[src/sv/iis_pkg.sv]
// Package for the integer index sorter: widths, capacity and the front-to-back command type.
// No dependencies.
package iis_pkg;
   localparam int MAX_ELEMENTS = 64;
   localparam int POS_W = 6;
   localparam int CNT_W = 7;
   localparam int VAL_W = 32;

   typedef struct packed {
      logic signed [VAL_W-1:0] value;
      logic                    last;
   } cmd_type;
endpackage

[src/sv/iis_if.sv]


interface iis_rsp_if import iis_pkg::*; ();
   logic                    valid;
   logic                    ready;
   logic [POS_W-1:0]        position;
   logic signed [VAL_W-1:0] sorted_value;
   logic                    overflow;
   logic                    final_res;
   modport source (output valid, position, sorted_value, overflow, final_res, input ready);
   modport sink (input valid, position, sorted_value, overflow, final_res, output ready);
endinterface

[src/sv/iis_out.sv]
// Result output register between cell chain and the response channel.
// Depends on iis_pkg.
module iis_out import iis_pkg::*; (
   input  logic                    clock,
   input  logic                    reset,
   input  logic                    in_valid,
   output logic                    in_ready,
   input  logic [POS_W-1:0]        in_position,
   input  logic signed [VAL_W-1:0] in_value,
   input  logic                    in_overflow,
   input  logic                    in_final,
   iis_rsp_if.source               rsp
);
   logic                    vld_ff;
   logic [POS_W-1:0]        pos_ff;
   logic signed [VAL_W-1:0] val_ff;
   logic                    ovf_ff, fin_ff;

   assign in_ready         = !vld_ff || rsp.ready;
   assign rsp.valid        = vld_ff;
   assign rsp.position     = pos_ff;
   assign rsp.sorted_value = val_ff;
   assign rsp.overflow     = ovf_ff;
   assign rsp.final_res    = fin_ff;

   always_ff @(posedge clock) begin
      if (in_valid && in_ready) begin
         pos_ff <= in_position;
         val_ff <= in_value;
         ovf_ff <= in_overflow;
         fin_ff <= in_final;
      end
      if (reset) vld_ff <= 1'b0;
      else if (in_ready) vld_ff <= in_valid;
   end
endmodule
[src/flat_wrapper.sv]
// flat-port wrapper written by rule: the top's interface ports become plain ports
module iis_out_flat import iis_pkg::*;
  (clock, reset, in_valid, in_ready, in_position, in_value, in_overflow, in_final, rsp_valid, rsp_position, rsp_sorted_value, rsp_overflow, rsp_final_res, rsp_ready);
  iis_rsp_if rsp_i ();
  input  logic clock;
  input  logic reset;
  input  logic in_valid;
  output logic in_ready;
  input  logic [POS_W-1:0] in_position;
  input  logic signed [VAL_W-1:0] in_value;
  input  logic in_overflow;
  input  logic in_final;
  output wire logic [$bits(rsp_i.valid)-1:0] rsp_valid;
  output wire logic [$bits(rsp_i.position)-1:0] rsp_position;
  output wire logic [$bits(rsp_i.sorted_value)-1:0] rsp_sorted_value;
  output wire logic [$bits(rsp_i.overflow)-1:0] rsp_overflow;
  output wire logic [$bits(rsp_i.final_res)-1:0] rsp_final_res;
  input wire logic [$bits(rsp_i.ready)-1:0] rsp_ready;
  assign rsp_valid = rsp_i.valid;
  assign rsp_position = rsp_i.position;
  assign rsp_sorted_value = rsp_i.sorted_value;
  assign rsp_overflow = rsp_i.overflow;
  assign rsp_final_res = rsp_i.final_res;
  assign rsp_i.ready = rsp_ready;
  iis_out u_core (.clock(clock), .reset(reset), .in_valid(in_valid), .in_ready(in_ready), .in_position(in_position), .in_value(in_value), .in_overflow(in_overflow), .in_final(in_final), .rsp(rsp_i));
endmodule
[config.mk]
export PLATFORM = sky130hd
export DESIGN_NAME = iis_out_flat
export DESIGN_NICKNAME = d
export VERILOG_FILES = /design/src/sv/iis_pkg.sv /design/src/sv/iis_if.sv /design/src/sv/iis_out.sv /design/src/flat_wrapper.sv
export SDC_FILE = /design/constraint.sdc
export NUM_CORES = 1
export LEC_CHECK = 0
export ABC_AREA = 1
export BUFFER_PORTS_ARGS = -buffer_cell sky130_fd_sc_hd__buf_2
export CORE_MARGIN = 1
export CORE_UTILIZATION = 45
export CTS_BUF_LIST = sky130_fd_sc_hd__clkbuf_8
export DETAILED_ROUTE_END_ITERATION = 8
export PLACE_DENSITY = 0.86
export SKIP_CTS_REPAIR_TIMING = 1
export SYNTH_ARGS = -nofsm -noshare
export SYNTH_HDL_FRONTEND = slang
export SYNTH_SLANG_ARGS = --single-unit
[constraint.sdc]
create_clock -name clock -period 4.8 [get_ports clock]
set_clock_uncertainty 0.05 [all_clocks]
set_input_delay 0.24 -clock clock [delete_from_list [all_inputs] [get_ports clock]]
set_output_delay 0.24 -clock clock [all_outputs]
set_load 0.005 [all_outputs]
==> impl_metrics.py <==
metrics = {
    "yosys": {
        "ys_seq_area_frac": 0.9780,
        "ys_warn_count": 0,
        "syn-cell-area_mm2": 0.001249,
        "syn_inst": 46,
        "synth_cell_type_count": 7,
        "syn_nets": 90,
        "syn_avg_cell_area_um2": 27.15,
        "ys_ff_latch": 41,
    },
    "timing": {
        "min_period_ns": 1.724,
        "tightest_slew_ns": 1.176,
        "setup_tns_ns": 0,
        "finalSetupViolCount": 0,
        "drv_slew": 0,
        "relSlewSlack": 0.2141,
        "period_share": 0.3592,
        "fmax_mhz": 579.9,
        "rsz0062_at_grt": "false",
        "hold_viol": 0,
    },
    "placement": {
        "numPortBuffers": 85,
        "gp_congestion": 0.7312,
        "place_inst": 161,
        "postPlaceCellArea_mm2": 0.001723,
    },
    "power_and_ir_drop": {
        "ir_drop_v": 0.0002986,
        "power_density_mw_per_mm2": 371.8,
        "p_leak_nw": 0.7884,
    },
    "routing": {
        "ant_nets": 0,
        "wl_per_cell_um": 13.25,
        "viasPerCell": 4.595,
        "route.final.wire_length_um": 2226,
        "drtIter0Drc": 3,
        "drc": 0,
        "vias": 772,
        "drt_pass1_iterations": 3,
    },
    "clock_network": {
        "htree_levels": 2,
        "numCtsBuffers": 5,
        "cts_sinks": 41,
        "clk_pin_slew_ns": 0.07,
        "cts_tree": "done",
        "cts_buffer_depth": 2,
        "clkLatencyLatePin_ns": 0.28,
        "cts-root-buf": "clkbuf_8",
    },
    "die": {
        "initial_core_util": 0.4907,
        "io_pins": 86,
        "die_area_mm2": 0.002989,
        "coreArea_mm2": 0.002545,
        "row_count": 18,
        "dieHeight_um": 54.68,
        "die_w_um": 54.68,
    },
    "finish": {
        "final_core_util": 0.7070,
        "instances_no_fill": 168,
        "final_cell_area_mm2": 0.001799,
        "drive_gt1_frac": 0.6812,
        "diodes": 0,
        "fillers": 171,
        "nets": 182,
        "area_growth_pct": 44.09,
    },
    "job": {
        "maxCapViolations": 0,
    },
    "hold_path": {
        "hold_path_class": "primary input to flop",
        "worstHoldStart": "reset",
    },
    "global_route": {
        "grt_pass1_wl_um": 2946,
        "grt_overflow": 0,
        "track_usage": 0.1589,
        "grt_max_degree": 41,
        "antenna_found_initial": 0,
        "grt_pass1_vias": 702,
    },
    "worst_setup_path": {
        "slowest_stage": "a21oi_4",
        "path_cells": "a21oi_4",
        "max_stage_delay_ns": 0.93,
        "cp-startpoint": "u_core.rsp.valid",
        "crit_required_ns": 4.65,
        "cp-end-kind": "flop",
        "crit_fanout": 40,
        "critical_path_class": "flop to flop",
        "cp.arrival_ns": 1.57,
        "path_delay_family": "compound AO/OA/AOI/OAI gates",
        "crit_path_start_kind": "flop",
        "path_buf_inv": 0,
        "timing.rr.start": "u_core.rsp.valid",
    },
    "outcome": {
        "outcome": "complete, no violations",
    },
}
==> power breakdown <==
part / switching (mW) / internal, mW / total, mW
Clock: 0.100 / 0.0957 / 0.196
Combinational: 0.0243 / 0.0258 / 0.0501
Sequential: 0.00495 / 0.418 / 0.423
Total: 0.129 / 0.540 / 0.669
==> cell usage in the layout, fill, tap and decap left out <==
cell and n:
dfxtp_1 1, nand2_2 1, a21oi_2 1, clkbuf_8 5, buf_2 85, edfxtp_1 40
clkinv_1 1, inv_1 2, a21oi_4 1, inv_2 1
==> final cells by class <==
type | instances | area, um2 | share of cell area
inverter | 2 | 7.507 | 0.004172
tap | 30 | 37.54 | 0.02086
multi-input combinational | 3 | 31.28 | 0.01739
timing repair buffer | 85 | 425.4 | 0.2364
sequential | 41 | 1221 | 0.6787
clock inverter | 2 | 7.507 | 0.004172
clock buffer | 5 | 68.82 | 0.03825
==> stage by stage <==
| stage | worst slack (ns) | power [mW] | hold slack [ns] |
|---|---|---|---|
| 2_1_floorplan | 1.974 | 0.4428 | 0.2524 |
| 3_3_place_gp | 3.124 | 0.4786 | 0.3520 |
| 3_5_place_dp | 3.040 | 0.4820 | 0.3527 |
| 4_1_cts | 3.045 | 0.6769 | 0.05141 |
| 5_1_grt | 2.943 | 0.6963 | 0.05124 |
| 6_report | 3.076 | 0.6689 | 0.06264 |
==> state kept, by name, indices dropped and copies added (netlist names) <==
register / flops
u_core.rsp.valid: 1
u_core.rsp.final_res: 1
u_core.rsp.sorted_value: 32
u_core.rsp.overflow: 1
u_core.rsp.position: 6
==> Yosys cell counts <==
cell      count  area (um2)
a21oi_1       1       5.000
a21oi_2       1       8.760
dfxtp_1       1       20.02
edfxtp_1     40        1201
inv_1         1       3.750
inv_2         1       3.750
nand2_2       1       6.260
==> layer usage <==
metal | GRT usage | share of wire | up-vias
met2 | 0.2329 | 0.46 | 62
met1 | 0.1631 | 0.35 | 342
met4 | 0.1026 | 0.020 | 0
li1 | - | - | 363
met5 | 0 | 0 | -
met3 | 0.1083 | 0.17 | 5
==> final timing paths <==
path / depth (start not counted) / slack, ns / endpoint
max: 1 / 3.08 / u_core.rsp.position[2]
min: 2 / 0.06 / u_core.rsp.valid
max reg2reg: 1 / 3.08 / u_core.rsp.position[2]
min reg2reg: 2 / 0.51 / u_core.rsp.valid
==> kinds of logic after synthesis <==
| logic type | share of synthesized area |
|---|---|
| AND/OR/NAND/NOR | 0.005013 |
| buffers and inverters | 0.006006 |
| AO/OA/AOI/OAI | 0.01102 |
| flip-flops | 0.9780 |
Note: power is estimated with default switching activity, not from simulation.
