### config.mk
export PLATFORM = sky130hd
export DESIGN_NAME = iis_queue
export DESIGN_NICKNAME = d
export VERILOG_FILES = /design/src/sv/iis_pkg.sv /design/src/sv/iis_queue.sv
export SDC_FILE = /design/constraint.sdc
export NUM_CORES = 1
export LEC_CHECK = 0
export ABC_AREA = 0
export BUFFER_PORTS_ARGS = -buffer_cell sky130_fd_sc_hd__buf_2
export CAP_MARGIN = 40
export CORE_UTILIZATION = 55
export CTS_CLUSTER_DIAMETER = 120
export DETAILED_ROUTE_END_ITERATION = 7
export HOLD_SLACK_MARGIN = 0.12
export PLACE_DENSITY = 0.83
export RECOVER_POWER = 25
export SYNTH_ARGS = -nofsm -noshare
export SYNTH_HDL_FRONTEND = slang
export SYNTH_SLANG_ARGS = --single-unit
### constraint.sdc
create_clock -name clock -period 5.9 [get_ports clock]
set_clock_uncertainty 0.05 [all_clocks]
set_input_delay 0 -clock clock [delete_from_list [all_inputs] [get_ports clock]]
set_output_delay 0 -clock clock [all_outputs]
set_load 0.02 [all_outputs]
### src/sv/iis_pkg.sv
// Package for the integer index sorter: widths, capacity and the front-to-back command type.
// No dependencies.
package iis_pkg;
   localparam int MAX_ELEMENTS = 64;
   localparam int POS_W = 6;
   localparam int CNT_W = 7;
   localparam int VAL_W = 32;

   typedef struct packed {
      logic signed [VAL_W-1:0] value;
      logic                    last;
   } cmd_type;
endpackage

### src/sv/iis_queue.sv
// Two-entry request queue between front end and sort cells.
// Depends on iis_pkg.
module iis_queue import iis_pkg::*; (
   input  logic    clock,
   input  logic    reset,
   input  logic    in_valid,
   output logic    in_ready,
   input  cmd_type in_cmd,
   output logic    out_valid,
   input  logic    out_ready,
   output cmd_type out_cmd
);
   cmd_type    mem_ff [2];
   logic [1:0] cnt_ff, cnt_in;
   logic       wp_ff, rp_ff;
   logic       push, pop;

   assign in_ready  = (cnt_ff != 2'd2);
   assign out_valid = (cnt_ff != 2'd0);
   assign out_cmd   = mem_ff[rp_ff];
   assign push      = in_valid && in_ready;
   assign pop       = out_valid && out_ready;

   always_comb begin
      cnt_in = cnt_ff;
      if (push && !pop) cnt_in = cnt_ff + 2'd1;
      else if (pop && !push) cnt_in = cnt_ff - 2'd1;
   end

   always_ff @(posedge clock) begin
      if (push) mem_ff[wp_ff] <= in_cmd;
      if (reset) begin
         cnt_ff <= '0;
         wp_ff  <= 1'b0;
         rp_ff  <= 1'b0;
      end else begin
         cnt_ff <= cnt_in;
         if (push) wp_ff <= ~wp_ff;
         if (pop) rp_ff <= ~rp_ff;
      end
   end
endmodule

==> impl_metrics.json, run 1 <==
{
  "fin_crit_ps": 1990,
  "antenna_found_initial": 0,
  "cp_slowest_cell": "dfxtp_1",
  "viasPerCell": 5.17,
  "netlist.area_leader.share": 0.763,
  "cts_buffers": 9,
  "cts.sinks": 71,
  "place.gp.congestion": 0.642,
  "start_kind": "flip-flop",
  "max_stage_delay_ps": 660,
  "synth_cell_types": 17,
  "dr.pass1.iters": 6,
  "fin_util": 0.809,
  "clk_pin_slew_worst_paths_ps": 70,
  "tns_ps": 0,
  "critPathBufInv": 2,
  "wl_per_cell_um": 17.1,
  "dp_hpwl_um": 3150,
  "critPathKind": "flip-flop to primary output",
  "holdWs_ps": 341,
  "portBuffers": 71,
  "ant_nets": 0,
  "die-area_mm2": 0.00500,
  "insertion_delay_ps": 330,
  "cts_tree": "done",
  "syn_inst": 127,
  "grt_pass1_vias": 1703,
  "path_cells": "buf_4, mux2_2, buf_2",
  "tightest_slew_ps": 657,
  "maxSlewViolCount": 0,
  "slew_headroom": 0.562,
  "powerDensity_mw_per_mm2": 415,
  "hold_depth": 2,
  "ys_ff_latch": 71,
  "hp-class": "primary input to flip-flop",
  "num_io_pins": 72,
  "grt_max_degree": 34,
  "coreArea_mm2": 0.00444,
  "num_rows": 24,
  "drc": 12,
  "ir_worst_vdd_mv": 0.323,
  "syn-cell-area_mm2": 0.00260,
  "syn_nets": 165,
  "rr_worst_depth": 4,
  "htree_levels": 3,
  "crit_cells": 3,
  "place_inst": 249,
  "timing.fmax_mhz": 502,
  "clockBufferDepth": 2,
  "drtIter0Drc": 90,
  "grt_pass1_wl_um": 7870,
  "violations": "DRC",
  "syn_avg_cell_area_um2": 20.4,
  "rsz0062_at_grt": "false",
  "grt_overflow_total": 0,
  "crit_family": "flip-flops",
  "grt_use_total": 0.220,
  "yosysTopAreaCell": "edfxtp_1",
  "area_growth_pct": 38.4,
  "ctsHoldBuffers": 36,
  "status": "finished with violations",
  "yosysWarnings": 0,
  "finalHoldViolations": 0,
  "post_cts_resized": 0,
  "worstPathArrival_ps": 1940,
  "critPathCaptureType": "primary output",
  "finalCritPeriodShare": 0.338,
  "postCtsSetupBuffers": 0,
  "crit_fanout": 22,
  "layout.cells.non_filler": 301,
  "setup_viol": 0,
  "drt_wl_total_um": 5130,
  "required_ps": 5850,
  "ys_seq_area_frac": 0.802,
  "vias": 1557,
  "design_power_total_uw": 1490,
  "drive_above_1_share": 0.446,
  "nets": 282,
  "leakage_uw": 0.00136,
  "start_util": 0.584,
  "chipHeight_um": 70.7,
  "antennaDiodeCount": 0,
  "die_w_um": 70.7,
  "cts-root-buf": "clkbuf_8",
  "netlist_top_cells_area": "edfxtp_1 (76%), mux2_2 (14%), dfxtp_1 (3.9%)",
  "max-cap-violations": 0
}
[per-layer routing]
metal | up-vias | share of wire | global-route usage
met5 | - | 0 | 0
met4 | 0 | 0.020 | 0.127
met3 | 9 | 0.052 | 0.0598
met2 | 50 | 0.55 | 0.397
met1 | 772 | 0.37 | 0.231
li1 | 726 | - | -
[synth_stat cells]
cell type	number
edfxtp_1	66
mux2_2	33
dfxtp_1	5
buf_2	4
nor2_1	3
xor2_1	3
a21oi_1	2
o21ai_0	2
a21bo_2	1
and2_1	1
and3_1	1
ha_1	1
inv_1	1
nand2b_1	1
nand3b_1	1
or2_2	1
or3_1	1
[cell type report]
class / count / area, um^2
tap: 52 / 65.1
clock inverter: 7 / 87.6
inverter: 1 / 3.75
fill: 258 / 851
timing repair buffer: 110 / 741
clock buffer: 9 / 124
sequential: 71 / 2080
multi-input combinational: 51 / 490
[worst paths after layout]
kind	from	endpoint	slack [ps]
setup reg to reg	cnt_ff[0]$_SDFFE_PP0P_	mem_ff[0][11]$_DFFE_PP_	4020
hold / removal	in_cmd[21]	mem_ff[0][21]$_DFFE_PP_	340
setup / recovery	flip-flop	out_cmd[8]	3910
hold reg to reg	rp_ff$_SDFFE_PP0P_	rp_ff$_SDFFE_PP0P_	490
[through the flow]
stage          setup slack, ps  area, um^2
2_1_floorplan             3870        2600
3_3_place_gp              3910        3010
3_5_place_dp              4030        3040
4_1_cts                   3870        3610
5_1_grt                   3780        3590
6_report                  3910        3590
[cell usage in the layout, fill, tap and decap left out, types with 2 or more instances in the layout]
cell type      count
mux2_2            33
xor2_1             3
buf_4              2
dfxtp_1            5
buf_2             57
nor2_1             3
o21ai_0            2
clkbuf_8           9
a21oi_1            2
clkbuf_1          13
dlygate4sd3_1     36
bufinv_16          2
edfxtp_1          66
clkinv_2           4
[power by group]
group	internal (uW)	switching, uW
logic	183	239
clock network	235	171
registers	630	32.7
total	1050	442
[cell families after synthesis]
group           synth area share
flops                      0.802
mux                        0.143
simple gates              0.0193
compound gates            0.0116
buf+inv                  0.00916
xor+xnor                  0.0101
fa+ha+maj                0.00482
[state kept, by name, indices dropped and copies added (netlist names), named ones only]
name	count
rp_ff	1
wp_ff	1
mem_ff	66
cnt_ff	2
Note: power is estimated with default switching activity, not from simulation.
==> run 2, diff against run 1 <==
Settings changed: CORE_UTILIZATION 55 to 46, PLACE_DENSITY 0.83 to 0.74.
Clock period 5.9 ns to 1.6 ns, I/O delays scaled along.
==> impl_metrics.json, run 2 (same netlist as run 1, synthesis figures left out) <==
{
  "rr_endpoint": "cnt_ff[1]$_SDFFE_PP0P_",
  "r2r_setup_slack_ps": 40,
  "crit_fanout": 5,
  "clk_pin_slew_worst_paths_ps": 70,
  "fin_util": 0.694,
  "chipHeight_um": 77.1,
  "cp_slowest_cell": "or3_1",
  "place.gp.congestion": 0.784,
  "grt_overflow_total": 0,
  "p_sw_uw": 1600,
  "insertion_delay_ps": 320,
  "setup_viol": 0,
  "crit-reg2reg-launch": "cnt_ff[0]$_SDFFE_PP0P_",
  "cts.sinks": 71,
  "reg_top3": "mem_ff (66), cnt_ff (2)",
  "rr_worst_depth": 5,
  "required_ps": 1800,
  "nets": 287,
  "drc": 0,
  "dr.pass1.iters": 4,
  "finalHoldViolations": 0,
  "worstPathArrival_ps": 1760,
  "regArea_mm2": 0.00208,
  "status": "completed",
  "grt_pass1_wl_um": 7390,
  "p_seq_frac": 0.446,
  "start_util": 0.493,
  "multiInputGateArea_um2": 499,
  "dp_hpwl_um": 2710,
  "final_common_cell": "edfxtp_1",
  "path_cells": "nand2b_4, and2_1, ha_1, or3_1, a21oi_1",
  "start_kind": "flip-flop",
  "ant_nets": 0,
  "largest_reg_flops": 66,
  "tightest_slew_ps": 258,
  "m1WireLength_um": 1850,
  "comb_power_share": 0.307,
  "antenna_found_initial": 0,
  "critPathCaptureType": "flip-flop",
  "top_register": "mem_ff",
  "fin_crit_ps": 1560,
  "drtIter0Drc": 90,
  "clockBufferDepth": 2,
  "timing.fmax_mhz": 641,
  "slew_headroom": 0.826,
  "switching_share": 0.298,
  "dr_wl_met3_um": 307,
  "maxSlewViolCount": 0,
  "p_int_uw": 3780,
  "dr_wl_met2_um": 2340,
  "viasPerCell": 4.72,
  "portBuffers": 71,
  "grt_max_degree": 20,
  "leakage_uw": 0.00138,
  "num_rows": 26,
  "grt_use_total": 0.170,
  "drive_above_1_share": 0.484,
  "drt_wl_total_um": 4580,
  "wl_per_cell_um": 14.1,
  "die_w_um": 77.1,
  "ir_worst_vdd_mv": 0.836,
  "highest_layer": "met4",
  "max_stage_delay_ps": 360,
  "clkPwrFrac": 0.247,
  "design_power_total_uw": 5390,
  "worstSetupStartpoint": "cnt_ff[0]$_SDFFE_PP0P_",
  "htree_levels": 3,
  "rsz0062_at_grt": "true",
  "cts_tree": "done",
  "cts_buffers": 9,
  "grt_pass1_vias": 1650,
  "worstSetupEndpoint": "cnt_ff[1]$_SDFFE_PP0P_",
  "num_io_pins": 72,
  "powerDensity_mw_per_mm2": 1470,
  "hp-class": "primary input to flip-flop",
  "antennaDiodeCount": 0,
  "die-area_mm2": 0.00595,
  "fillers": 379,
  "area_growth_pct": 40.9,
  "cts-root-buf": "clkbuf_8",
  "final_cell_mix": "edfxtp_1 (66), buf_2 (60), dlygate4sd3_1 (36)",
  "finalCritPeriodShare": 0.975,
  "max-cap-violations": 0,
  "critPathKind": "flip-flop to flip-flop",
  "vias": 1528,
  "coreArea_mm2": 0.00527
}
==> run 2: changes by cell type in the layout (fill, tap and decap cells not counted), moves of 2 or more <==
cell      previous run  this run
buf_12               0         2
buf_2               57        60
buf_4                2         5
clkbuf_1            13        10
clkinv_2             4         2
dfxtp_1              5         3
dfxtp_2              0         2
==> run 2: stage by stage <==
step	cells	setup WS [ps]	hold WS, ps	TNS [ps]	area (um^2)
after floorplan	127	20.3	19.1	0	2610
after global placement	272	57.2	137	0	3120
after detailed placement	272	22.4	141	0	3120
after CTS	324	4.19	331	0	3660
after global routing	324	-25.7	324	-25.7	3660
final	324	39.9	350	0	3660
==> run 2: worst min path at each step <==
stage / to / depth (start not counted) / start / slack [ps]
after floorplan: cnt_ff[1]$_SDFFE_PP0P_ / 1 / reset / 20
after global placement: mem_ff[0][2]$_DFFE_PP_ / 1 / in_cmd[2] / 140
after detailed placement: mem_ff[1][8]$_DFFE_PP_ / 1 / in_cmd[8] / 140
after CTS: mem_ff[1][2]$_DFFE_PP_ / 2 / in_cmd[2] / 330
after global routing: mem_ff[1][1]$_DFFE_PP_ / 2 / in_cmd[1] / 320
final: mem_ff[0][26]$_DFFE_PP_ / 2 / in_cmd[26] / 350
==> run 2: power by group through the flow <==
stage	clock network, uW	logic (uW)	registers (uW)
after floorplan	0	1070	2420
after global placement	0	1580	2430
after detailed placement	0	1580	2440
after CTS	1360	1660	2400
after global routing	1450	1780	2430
final	1330	1650	2400
==> run 2: critical path, delay by kind of cell (launching register included) <==
kind                       cells  cell delay, ps
DFF                            1             340
and+or+nand+nor                3             670
AOI/OAI and AO/OA              1             130
adders and majority gates      1             310
==> run 2: what timing repair did <==
item,4_1_cts,5_1_grt
hold buffers,36,0
endpoints found under the hold margin,71,0
buffers inserted,0,0
gates resized for setup,0,3
endpoints found under the setup margin,0,19
==> run 2: cell type report <==
class                           instances  share of cell area
Clock buffer                           10              0.0349
Inverter                                1             0.00205
Sequential cell                        71               0.570
Timing Repair Buffer                  115               0.216
Tap cell                               70              0.0239
Multi-Input combinational cell         51               0.136
Clock inverter                          6              0.0164
==> run 2: layer usage <==
layer	up-vias	global-route usage
met1	723	0.184
met3	8	0.0583
met4	0	0.0868
met5	-	0
li1	736	-
met2	61	0.293
==> run 3, diff against run 2 <==
==> constraint.sdc (replaced) <==
create_clock -name clock -period 1.6 [get_ports clock]
set_clock_uncertainty 0.05 [all_clocks]
set_input_delay 0.16 -clock clock [delete_from_list [all_inputs] [get_ports clock]]
set_output_delay 0.16 -clock clock [all_outputs]
set_load 0.02 [all_outputs]
==> impl_metrics.json, run 3 (same netlist as run 1, synthesis figures left out) <==
{
  "fillers": 361,
  "finalHoldViolations": 0,
  "clk_pin_slew_worst_paths_ps": 70,
  "fin_area_mm2": 0.00383,
  "start_util": 0.493,
  "cts-root-buf": "clkbuf_8",
  "violations": "setup timing",
  "required_ps": 1390,
  "vias": 1556,
  "critPathKind": "flip-flop to primary output",
  "dp_hpwl_um": 2860,
  "grt_pass1_wl_um": 7670,
  "critPathCaptureType": "primary output",
  "setup_viol": 4,
  "num_io_pins": 72,
  "final_common_cell": "edfxtp_1",
  "cts.sinks": 71,
  "grt_overflow_total": 0,
  "largest_reg_flops": 66,
  "final_cell_mix": "edfxtp_1 (66), buf_2 (53), dlygate4sd3_1 (35)",
  "reg_top3": "mem_ff (66), cnt_ff (2)",
  "start_kind": "flip-flop",
  "num_rows": 26,
  "design_power_total_uw": 5890,
  "rsz0062_at_grt": "true",
  "htree_levels": 3,
  "crit_fanout": 11,
  "drive_above_1_share": 0.521,
  "status": "finished with violations",
  "tns_ps": -5.45,
  "dr.pass1.iters": 2,
  "slew_headroom": 0.823,
  "hp-class": "primary input to flip-flop",
  "finalCritPeriodShare": 1.00,
  "top_register": "mem_ff",
  "drt_wl_total_um": 4970,
  "ant_nets": 0,
  "timing.fmax_mhz": 624,
  "grt_pass1_vias": 1613,
  "ir_worst_vdd_mv": 0.805,
  "leakage_uw": 0.00144,
  "max-cap-violations": 0,
  "die_w_um": 77.1,
  "antennaDiodeCount": 0,
  "cts_buffers": 9,
  "tightest_slew_ps": 264,
  "post_dp_cell_area_mm2": 0.00313,
  "coreArea_mm2": 0.00527,
  "fin_crit_ps": 1600,
  "grt_max_degree": 21,
  "insertion_delay_ps": 330,
  "drc": 0,
  "antenna_found_initial": 0,
  "chipHeight_um": 77.1,
  "maxSlewViolCount": 0,
  "wl_per_cell_um": 15.2,
  "drtIter0Drc": 79,
  "nets": 290,
  "die-area_mm2": 0.00595,
  "grt_use_total": 0.177,
  "viasPerCell": 4.76,
  "worst_slack_ps": -2.38,
  "portBuffers": 71,
  "worstPathArrival_ps": 1390,
  "place.gp.congestion": 0.806,
  "cts_tree": "done",
  "area_growth_pct": 47.6,
  "clockBufferDepth": 2,
  "powerDensity_mw_per_mm2": 1540
}
## run 3: worst paths after layout
check                               from                      to  slack [ps]  cells after the start
setup / recovery               flip-flop             out_cmd[28]          -2                      3
setup reg to reg  cnt_ff[0]$_SDFFE_PP0P_  cnt_ff[1]$_SDFFE_PP0P_          40                      6
hold / removal                 out_ready               flip-flop         350                      5
hold reg to reg       rp_ff$_SDFFE_PP0P_               flip-flop         470                      2
## run 3: report_power, final
| group | total [uW] | switching, uW | internal (uW) |
|---|---|---|---|
| sequential | 2440 | 105 | 2340 |
| combinational | 1960 | 982 | 977 |
| clock | 1490 | 628 | 863 |
## run 3: critical path, cell delays in order, from the launching register on
cell	delay, ps
dfxtp_4	400
buf_12	150
mux2_2	340
buf_2	160
## run 3: layer usage
| layer | wire length, um | track usage | up-vias |
|---|---|---|---|
| met3 | 311 | 0.0571 | 11 |
| li1 | - | - | 742 |
| met5 | 0 | 0 | - |
| met1 | 1940 | 0.188 | 749 |
| met4 | 106 | 0.102 | 0 |
| met2 | 2610 | 0.305 | 54 |
## run 3: area by class of cell
cell class / count / area, um^2 / area share
Multi-Input combinational cell: 51 / 534 / 0.139
Clock buffer: 9 / 124 / 0.0323
Inverter: 1 / 7.51 / 0.00196
Clock inverter: 7 / 87.6 / 0.0229
Timing Repair Buffer: 118 / 900 / 0.235
Tap cell: 70 / 87.6 / 0.0229
Sequential cell: 71 / 2090 / 0.546
## run 3: per-stage QoR
| step | utilization | std cells | hold WS [ps] | worst slack [ps] |
|---|---|---|---|---|
| after floorplan | - | 127 | 179 | 20.3 |
| after global placement | 0.594 | 272 | 297 | 68.4 |
| after detailed placement | 0.594 | 272 | 301 | 8.55 |
| after CTS | 0.711 | 324 | 275 | -29.9 |
| after global routing | 0.727 | 327 | 372 | -47.1 |
| final | 0.727 | 327 | 347 | -2.38 |
## run 3: repair_timing
action,CTS,global route
cloned,1,0
buffers inserted,0,3
pin swaps,0,3
endpoints found under the hold margin,71,0
endpoints found under the setup margin,34,34
resized for setup,11,22
hold buffers,35,0
